$ cat config.mk
export PLATFORM = sky130hd
export DESIGN_NAME = pcm_sample_to_s16_converter
export DESIGN_NICKNAME = d
export VERILOG_FILES = /design/src/rtl/core/ps16_pkg.sv /design/src/rtl/core/ps16_decode.sv /design/src/rtl/core/ps16_norm.sv /design/src/rtl/core/ps16_final.sv /design/src/rtl/core/pcm_sample_to_s16_converter.sv
export SDC_FILE = /design/constraint.sdc
export NUM_CORES = 1
export LEC_CHECK = 0
export ABC_AREA = 1
export BUFFER_PORTS_ARGS = -buffer_cell sky130_fd_sc_hd__clkbuf_2
export CORE_MARGIN = 2
export CORE_UTILIZATION = 60
export DETAILED_ROUTE_END_ITERATION = 10
export PLACE_DENSITY = 0.77
export SYNTH_ARGS = -nofsm -noshare
export SYNTH_HDL_FRONTEND = slang
export SYNTH_SLANG_ARGS = --single-unit
$ cat constraint.sdc
create_clock -name clk -period 8.67 [get_ports clk]
set_input_delay 2.1675 -clock clk [delete_from_list [all_inputs] [get_ports clk]]
set_output_delay 2.1675 -clock clk [all_outputs]
set_load 0.02 [all_outputs]
$ cat src/rtl/core/ps16_pkg.sv
// Shared types and constants for the PCM sample to signed 16-bit converter.
`timescale 1ns / 1ps
package ps16_pkg;
	localparam logic [1:0] FMT_INT16 = 2'd0;
	localparam logic [1:0] FMT_INT24 = 2'd1;
	localparam logic [1:0] FMT_INT32 = 2'd2;
	localparam logic [1:0] FMT_FLOAT = 2'd3;

	localparam logic [1:0] KIND_INT  = 2'd0;
	localparam logic [1:0] KIND_ZERO = 2'd1;
	localparam logic [1:0] KIND_FULL = 2'd2;
	localparam logic [1:0] KIND_MUL  = 2'd3;

	localparam logic [14:0] FULL_SCALE = 15'd32767;
	// Below this biased exponent the scaled value rounds to zero.
	localparam logic [7:0] EXP_MIN_NZ = 8'd111;
	localparam logic [7:0] EXP_ONE    = 8'd127;

	typedef struct packed {
		logic [1:0]  kind;
		logic        sign;
		logic [15:0] int_val;
		logic [38:0] prod;
		logic [7:0]  bexp;
		logic        last;
	} prod_t;

	typedef struct packed {
		logic [1:0]  kind;
		logic        sign;
		logic [15:0] int_val;
		logic [24:0] r;
		logic [4:0]  t;
		logic        last;
	} rnd_t;
endpackage

$ cat src/rtl/core/ps16_decode.sv
// Format decode, integer narrowing and mantissa scaling multiply.
`timescale 1ns / 1ps
module ps16_decode (
	input  logic [31:0]      word,
	input  logic [1:0]       fmt,
	input  logic             last,
	output ps16_pkg::prod_t  res
);
	import ps16_pkg::*;
	logic [7:0]  bexp;
	logic [22:0] frac;

	always_comb begin
		bexp = word[30:23];
		frac = word[22:0];
		res.sign = word[31];
		res.bexp = bexp;
		res.last = last;
		res.prod = {1'b1, frac} * FULL_SCALE;
		res.int_val = word[15:0];
		res.kind = KIND_INT;
		unique case (fmt)
			FMT_INT24: res.int_val = word[23:8];
			FMT_INT32: res.int_val = word[31:16];
			FMT_FLOAT: begin
				if (bexp == 8'hFF && frac != 23'd0) begin
					res.kind = KIND_ZERO;
				end else if (bexp >= EXP_ONE) begin
					res.kind = KIND_FULL;
				end else if (bexp < EXP_MIN_NZ) begin
					res.kind = KIND_ZERO;
				end else begin
					res.kind = KIND_MUL;
				end
			end
			default: res.int_val = word[15:0];
		endcase
	end
endmodule

$ cat src/rtl/core/ps16_norm.sv
// Rounds the scaled product to 24 significant bits, nearest even.
`timescale 1ns / 1ps
module ps16_norm (
	input  ps16_pkg::prod_t in_p,
	output ps16_pkg::rnd_t  res
);
	import ps16_pkg::*;
	logic [23:0] r_raw;
	logic [14:0] lo;
	logic [14:0] hf;
	logic [7:0]  t_full;
	logic        up;

	always_comb begin
		if (in_p.prod[38]) begin
			r_raw  = in_p.prod[38:15];
			lo     = in_p.prod[14:0];
			hf     = 15'h4000;
			t_full = 8'd150 - in_p.bexp - 8'd15;
		end else begin
			r_raw  = in_p.prod[37:14];
			lo     = {1'b0, in_p.prod[13:0]};
			hf     = 15'h2000;
			t_full = 8'd150 - in_p.bexp - 8'd14;
		end
		up = (lo > hf) || (lo == hf && r_raw[0]);
		res.r = {1'b0, r_raw} + {24'd0, up};
		res.t = t_full[4:0];
		res.kind = in_p.kind;
		res.sign = in_p.sign;
		res.int_val = in_p.int_val;
		res.last = in_p.last;
	end
endmodule

$ cat src/rtl/core/ps16_final.sv
// Integer rounding, clamp and sign application for the float path.
`timescale 1ns / 1ps
module ps16_final (
	input  ps16_pkg::rnd_t in_r,
	output logic [15:0]    sample
);
	import ps16_pkg::*;
	logic [24:0] ip;
	logic [24:0] mask;
	logic [24:0] half;
	logic [24:0] rem;
	logic [25:0] ipr;
	logic [14:0] mag;

	always_comb begin
		ip   = in_r.r >> in_r.t;
		mask = (25'd1 << in_r.t) - 25'd1;
		half = 25'd1 << (in_r.t - 5'd1);
		rem  = in_r.r & mask;
		ipr  = {1'b0, ip} + {25'd0, (rem > half) || (rem == half && ip[0])};
		mag  = (ipr > {11'd0, FULL_SCALE}) ? FULL_SCALE : ipr[14:0];
		unique case (in_r.kind)
			KIND_INT:  sample = in_r.int_val;
			KIND_ZERO: sample = 16'd0;
			KIND_FULL: sample = in_r.sign ? -{1'b0, FULL_SCALE} : {1'b0, FULL_SCALE};
			KIND_MUL:  sample = in_r.sign ? -{1'b0, mag} : {1'b0, mag};
			default:   sample = 16'd0;
		endcase
	end
endmodule

$ cat src/rtl/core/pcm_sample_to_s16_converter.sv
// Top level of the PCM sample to signed 16-bit converter.
`timescale 1ns / 1ps
// The converter takes one raw sample word per transfer and returns one signed
// 16-bit sample per transfer, in order, with last copied through. Formats are
// chosen by source_format: int16 passthrough, packed int24, int32, or IEEE
// single float scaled by 32767 with the float's rounding rules, NaN giving
// zero. It accepts a new transfer every cycle unless the output is stalled
// while valid. A sample passes through the input register, the multiply
// register, the significand rounding register and the output register, in
// that order. The whole pipeline advances together and holds when the
// output is stalled while valid, so in_stall follows out_stall in that
// case only. Write source_format only while no samples are in flight.
module pcm_sample_to_s16_converter (
	input  logic               clk,
	input  logic               arst_n,
	input  logic               source_format_we,
	input  logic [1:0]         source_format_wdata,
	input  logic               in_valid,
	output logic               in_stall,
	input  logic [31:0]        sample_word,
	input  logic               last_in,
	output logic               out_valid,
	input  logic               out_stall,
	output logic signed [15:0] sample_out,
	output logic               last_out
);
	import ps16_pkg::*;

	logic [1:0]  fmt_q;
	logic        adv;
	logic        v_s1, v_s2, v_s3, out_valid_q;
	logic [31:0] word_s1;
	logic [1:0]  fmt_s1;
	logic        last_s1;
	prod_t       prod_c, prod_s2;
	rnd_t        rnd_c, rnd_s3;
	logic [15:0] sample_c;
	logic [15:0] sample_q;
	logic        last_q;

	// The pipeline only halts when a finished sample is being held back.
	assign adv      = !(out_valid_q && out_stall);
	assign in_stall = !adv;

	always_ff @(posedge clk or negedge arst_n) begin
		if (!arst_n) begin
			fmt_q <= FMT_INT16;
		end else if (source_format_we) begin
			fmt_q <= source_format_wdata;
		end
	end

	always_ff @(posedge clk or negedge arst_n) begin
		if (!arst_n) begin
			v_s1        <= 1'b0;
			v_s2        <= 1'b0;
			v_s3        <= 1'b0;
			out_valid_q <= 1'b0;
		end else if (adv) begin
			v_s1        <= in_valid;
			v_s2        <= v_s1;
			v_s3        <= v_s2;
			out_valid_q <= v_s3;
		end
	end

	always_ff @(posedge clk) begin
		if (adv) begin
			word_s1  <= sample_word;
			fmt_s1   <= fmt_q;
			last_s1  <= last_in;
			prod_s2  <= prod_c;
			rnd_s3   <= rnd_c;
			sample_q <= sample_c;
			last_q   <= rnd_s3.last;
		end
	end

	ps16_decode u_decode (
		.word (word_s1),
		.fmt  (fmt_s1),
		.last (last_s1),
		.res  (prod_c)
	);

	ps16_norm u_norm (
		.in_p (prod_s2),
		.res  (rnd_c)
	);

	ps16_final u_final (
		.in_r   (rnd_s3),
		.sample (sample_c)
	);

	assign out_valid  = out_valid_q;
	assign sample_out = sample_q;
	assign last_out   = last_q;
endmodule

==> Word-level counts from Yosys, hierarchy flattened <==
Index checks and enable logic that the tools add are counted.
{ "word_totals": {"reg_bits": 172, "latchBits": 0, "ramBits": 0, "rom_bits": 0, "input_bits": 40, "out_inout_bits": 19, "elab_cells": 72, "memories": 0} }
{ "classes": {"n_addsub": 8, "multipliers": 1, "div": 0, "order_cmp": 5, "n_eq_ne": 9, "shift": 3, "muxes": 12, "bitwise_logic": 2, "n_reduce_logical": 9} }
{ "ops": {"columns": ["operator", "n"], "rows": [
  ["one-hot mux 16 bit (4 select lines)", 1],
  ["left shift 1 x 5 -> 25 bit (first input constant)", 2],
  ["2-to-1 mux 15 bit", 3],
  ["multiplier 24 x 15 -> 39 bit (second input constant)", 1],
  ["2-to-1 mux 16 bit", 2],
  ["one-hot mux 16 bit (2 select lines)", 1],
  ["adder 25 x 1 -> 26 bit", 1],
  ["> comparator 26 x 15 -> 1 bit (second input constant)", 1],
  ["adder 24 x 1 -> 25 bit", 1],
  ["bitwise AND 25 bit", 1],
  ["== test 25 bit", 1],
  ["> comparator 25 bit", 1],
  [">> shifter 25 x 5 -> 25 bit", 1],
  ["subtractor 25 x 1 -> 25 bit (second input constant)", 1],
  ["2-to-1 mux 24 bit", 1],
  ["nonzero test 23 bit", 1],
  ["negator 15 -> 16 bit", 1],
  ["== test 15 bit", 1],
  ["> comparator 15 bit", 1],
  ["subtractor 5 x 4 -> 5 bit (second input constant)", 2],
  ["== test 2 bit (second input constant)", 4],
  ["== test 8 bit (second input constant)", 1],
  ["greater-or-equal comparator 8 x 7 -> 1 bit (second input constant)", 1],
  ["less-than comparator 8 x 7 -> 1 bit (second input constant)", 1],
  ["11 further kinds", 17]
]} }

==> Logic depth before layout (Yosys ltp) <==
{ "logic_depth": {"ltp_word": 12, "mapped_depth": 55, "depth_no_buf": 52} }

==> Cells and area by module <==
Synthesis repeated with hierarchy kept, for this count alone.
{ "unflattened": {"cells_unflattened": 2486, "hier_area_um2": 19675.1} }
{ "by_module_without_submodules": {"columns": ["module", "instances", "cells_each", "area_each_um2", "seq_area_each_um2"], "rows": [
  ["ps16_decode", 1, 1053, 8131.5, 0.0],
  ["pcm_sample_to_s16_converter", 1, 194, 5305.1, 5225.0],
  ["ps16_final", 1, 843, 4357.9, 0.0],
  ["ps16_norm", 1, 396, 1880.6, 0.0]
]} }

==> Worst setup path before layout <==
Ideal clock, no wire load.
{ "synth_timing": {"path_kind": "input port to output port", "start": "input out_stall", "end": "output in_stall", "t_arrival_ps": 6640, "required_time_ps": 6503, "slack_ps": -137, "path_stages": 2, "path_buffers": 0, "path_cell_list": "nand2_1 -> inv_1"} }
{ "synth_via": {"elab_chain_cells": 1} }
{ "synth_lines": {"columns": ["element", "line_no", "rtl"], "rows": [
  ["start, declared", "pcm_sample_to_s16_converter.sv:23", "input logic out_stall,"],
  ["logical AND 1 bit", "pcm_sample_to_s16_converter.sv:42", "assign adv = !(out_valid_q && out_stall);"],
  ["end, declared", "pcm_sample_to_s16_converter.sv:19", "output logic in_stall,"]
]} }
No other way between the ends.

==> Worst setup path after layout <==
{ "layout_timing": {"start": "register rnd_s3[1] in the netlist's numbering", "end": "register sample_q[12] (netlist: sample_out[12]) (data pin)"} }
{ "layout_via": {"elab_chain_cells": 12, "word_cells_on_any_way": 16, "cone_classes": "add/sub: 4; order compare: 2; eq/ne: 1; shift: 3; mux: 3; bitwise: 1; reduce/logical: 2"} }
{ "layout_lines": {"columns": ["element", "line_no", "rtl"], "rows": [
  ["start, declared", "pcm_sample_to_s16_converter.sv:36", "rnd_t rnd_c, rnd_s3;"],
  ["start signal, assigned", "pcm_sample_to_s16_converter.sv:73", "rnd_s3 <= rnd_c;"],
  ["parallel branches: the longest is 6 deep, another holds subtractor 25 x 1 -> 25 bit", null, null],
  ["adder 25 x 1 -> 26 bit *", "ps16_final.sv:20", "ipr = {1'b0, ip} + {25'd0, (rem > half) || (rem == half && ip[0])};"],
  ["> comparator 26 x 15 -> 1 bit", "ps16_final.sv:21", "mag = (ipr > {11'd0, FULL_SCALE}) ? FULL_SCALE : ipr[14:0];"],
  ["2-to-1 mux 15 bit *", "ps16_final.sv:21", null],
  ["negator 15 -> 16 bit", "ps16_final.sv:26", "KIND_MUL: sample = in_r.sign ? -{1'b0, mag} : {1'b0, mag};"],
  ["2-to-1 mux 16 bit *", "ps16_final.sv:26", null],
  ["one-hot mux 16 bit (4 select lines) *", "ps16_final.sv:22", "unique case (in_r.kind)"],
  ["via sample_c[12]", "pcm_sample_to_s16_converter.sv:37", "logic [15:0] sample_c;"],
  ["end signal, assigned", "pcm_sample_to_s16_converter.sv:74", "sample_q <= sample_c;"],
  ["end, declared", "pcm_sample_to_s16_converter.sv:38", "logic [15:0] sample_q;"]
]} }
Mark *: on every way through the listed nets, which the timed path passes.
A chain may end at the register's enable or synchronous reset.

==> impl_metrics.env <==
export IMPL_fin_cells=2281
export IMPL_synth_edf_count=166
export IMPL_cts_sinks=172
export IMPL_cts_tree="built"
export IMPL_fin_crit_sh_pct=90.5
export IMPL_slowest_delay_ps=460
export IMPL_grt_pass1_vias=12904
export IMPL_clockRootBuffer="clkbuf_16"
export IMPL_cp_end_kind="flip-flop"
export IMPL_ant_nets=0
export IMPL_clk_pin_slew_ps=70
export IMPL_avgSynthCellArea_um2=9.24
export IMPL_post_drt_wl_per_cell_um=17.4
export IMPL_setup_worst_path_class="reg -> reg"
export IMPL_fmax_ghz=0.127
export IMPL_postLayoutCoreUtil_pct=65.4
export IMPL_die_area_um2=29700
export IMPL_ys_warn_count=0
export IMPL_timing_rr_end="sample_out[12]$_DFFE_PN_"
export IMPL_critical_path_max_fanout=23
export IMPL_area_growth_pct=7.21
export IMPL_synthFlopType="edfxtp_1"
export IMPL_cts_max_path_buffers=2
export IMPL_diodes=0
export IMPL_worstRegToRegCells=50
export IMPL_cts_hold_buf=0
export IMPL_dr_total_vias=12964
export IMPL_hold_viol=0
export IMPL_tightest_slew_ps=1010
export IMPL_antenna_found_initial=0
export IMPL_setup_worst_path_start_class="flip-flop"
export IMPL_post_cts_buffers=0
export IMPL_wirelength_um=39800
export IMPL_outcome="finished, final reports clean"
export IMPL_drt_pass1_iter_count=8
export IMPL_grt_pass1_wl_um=65100
export IMPL_multiInputGateArea_um2=10500
export IMPL_finClkSkew_ps=13.9
export IMPL_synthCells=1839
export IMPL_dp_hpwl_um=32500
export IMPL_worstHoldStart="prod_s2[0]$_DFFE_PN_"
export IMPL_grt_util_all_layers_pct=28.5
export IMPL_r2r_slack_ps=820
export IMPL_core_um2=27900
export IMPL_cpMaxStageDelayCell="edfxtp_1"
export IMPL_seq_area_frac_synth_pct=30.2
export IMPL_fillers=2258
export IMPL_tns_ps=0
export IMPL_drc=0
export IMPL_required_ps=8830
export IMPL_async_flop_share_pct=3.49
export IMPL_drive_gt1_share_pct=10.1
export IMPL_relSlewSlack_pct=32.8
export IMPL_yosys_register_bits=172
export IMPL_holdPathStages=0
export IMPL_die_w_um=172
export IMPL_cts_buffers=17
export IMPL_drv_cap=0
export IMPL_regArea_um2=5130
export IMPL_place_congestion=1.01
export IMPL_fin_ws_ps=824
export IMPL_hold_path_end="rnd_s3[0]$_DFFE_PN_"
export IMPL_vias_per_cell=5.68
export IMPL_slew_violations=0
export IMPL_grt_ovfl_total=0
export IMPL_netlist_area_um2=17000
export IMPL_start_util_pct=61.0
export IMPL_rr_startpoint="rnd_s3[1]$_DFFE_PN_"
export IMPL_place_inst=2249
export IMPL_dr_first_iter_drc_count=1003
export IMPL_htree_levels=4
export IMPL_die_h_um=172
export IMPL_port_buffers=58
export IMPL_num_rows=61
export IMPL_syn_num_nets=2187
export IMPL_fin_nets=2238
export IMPL_period_needed_ps=7850
export IMPL_grt_max_degree=88
export IMPL_post_cts_resized=0
export IMPL_hold_path_class="reg -> reg"
export IMPL_rsz0062_at_grt="no"
export IMPL_ys_types=60
export IMPL_setup_violations=0
export IMPL_crit_arrival_ps=8010
export IMPL_io_pins=59
export IMPL_post_place_ws_ps=787
export IMPL_clkLatencyLatePin_ps=440
-- registers in the layout, summed over array words and instances (netlist names), 2 cells and up --
signal	count
prod_s2	64
sample_out	16
fmt_s1	2
word_s1	32
rnd_s3	50
fmt_q	2
-- synthesized netlist by cell type, drive strengths merged (6+ instances only) --
master / number / share of area, %
a22oi: 6 / 0.27
dfrtp: 6 / 0.88
clkbuf: 10 / 0.22
inv: 292 / 6.5
buf: 26 / 1.1
nor4: 6 / 0.22
fa: 172 / 20
ha: 136 / 10
xnor2: 18 / 0.93
o21ai: 68 / 2.0
nand3b: 8 / 0.35
nand2: 358 / 8.1
nor3: 20 / 0.59
nor2: 137 / 4.0
a21oi: 64 / 1.9
xor2: 61 / 3.1
nand3: 177 / 5.7
or2: 18 / 0.66
o22ai: 12 / 0.44
o211ai: 6 / 0.29
edfxtp: 166 / 29
nand4: 28 / 1.0
-- placed cells by master (no fill, tap or decap), drive strengths merged, types with 2 or more instances in the layout --
master	synthesis	layout
o21ai	68	68
o31ai	2	2
mux2i	5	5
a21o	5	5
a22oi	6	6
clkinvlp	0	2
edfxtp	166	166
xor2	61	61
ha	136	136
nor2	137	137
nand4	28	28
nand2	358	358
a211oi	5	5
o211ai	6	6
buf	26	10
clkbuf	10	76
and3	2	2
fa	172	172
or2	18	18
clkinv	3	7
o22ai	12	12
a31oi	5	5
mux2	2	2
dfrtp	6	6
nor3	20	20
nor4	6	6
a21oi	64	64
nand3b	8	8
nand3	177	177
xnor2	18	18
a21boi	3	3
inv	292	299
-- how the worst max path moves through the flow --
stage                                   start  depth (start not counted)                       end
after global routing      rnd_s3[1]$_DFFE_PN_                         50  sample_out[12]$_DFFE_PN_
after detailed placement  rnd_s3[1]$_DFFE_PN_                         50  sample_out[12]$_DFFE_PN_
after floorplan                     out_stall                          2                  in_stall
after CTS                 rnd_s3[1]$_DFFE_PN_                         50  sample_out[12]$_DFFE_PN_
final                     rnd_s3[1]$_DFFE_PN_                         50  sample_out[12]$_DFFE_PN_
after global placement    rnd_s3[1]$_DFFE_PN_                         50  sample_out[12]$_DFFE_PN_
-- critical path: cells and delay by family (launching register included) --
kind | cells | cell delay [ps]
flops | 1 | 460
buf+inv | 9 | 990
simple gates | 31 | 4090
compound gates | 5 | 860
fa+ha+maj | 5 | 1150
-- metal layers --
layer	vias up	global-route usage (%)	routed length, µm
li1	6148	-	-
met1	6240	37.2	16600
met2	473	48.0	19300
met3	103	4.55	2320
met4	0	10.9	1470
met5	-	0	0
-- final cells by class --
cell class              instances  share of cell area [%]
multi-input cells            1336                    57.9
well taps                     378                    2.60
flip-flops and latches        172                    28.2
clock inverters                14                   0.845
clock buffers                  18                    2.36
repair buffers                 68                    2.01
inverters                     295                    6.11
-- logic make-up after synthesis --
group           share of synthesized area [%]
xor+xnor                                 4.07
buf+inv                                  7.89
simple gates                             20.8
fa+ha+maj                                30.3
flops                                    30.2
mux                                     0.427
compound gates                           6.34
-- metrics by stage --
step,hold slack (ps),instance area (µm²)
final,419,18200
after global routing,432,18200
after floorplan,400,17000
after CTS,418,18200
after global placement,401,17600
after detailed placement,405,17600
Power is left out: the tool's default activity adds up to more than one toggle a clock period on the data nets, which glitch-free logic cannot reach.
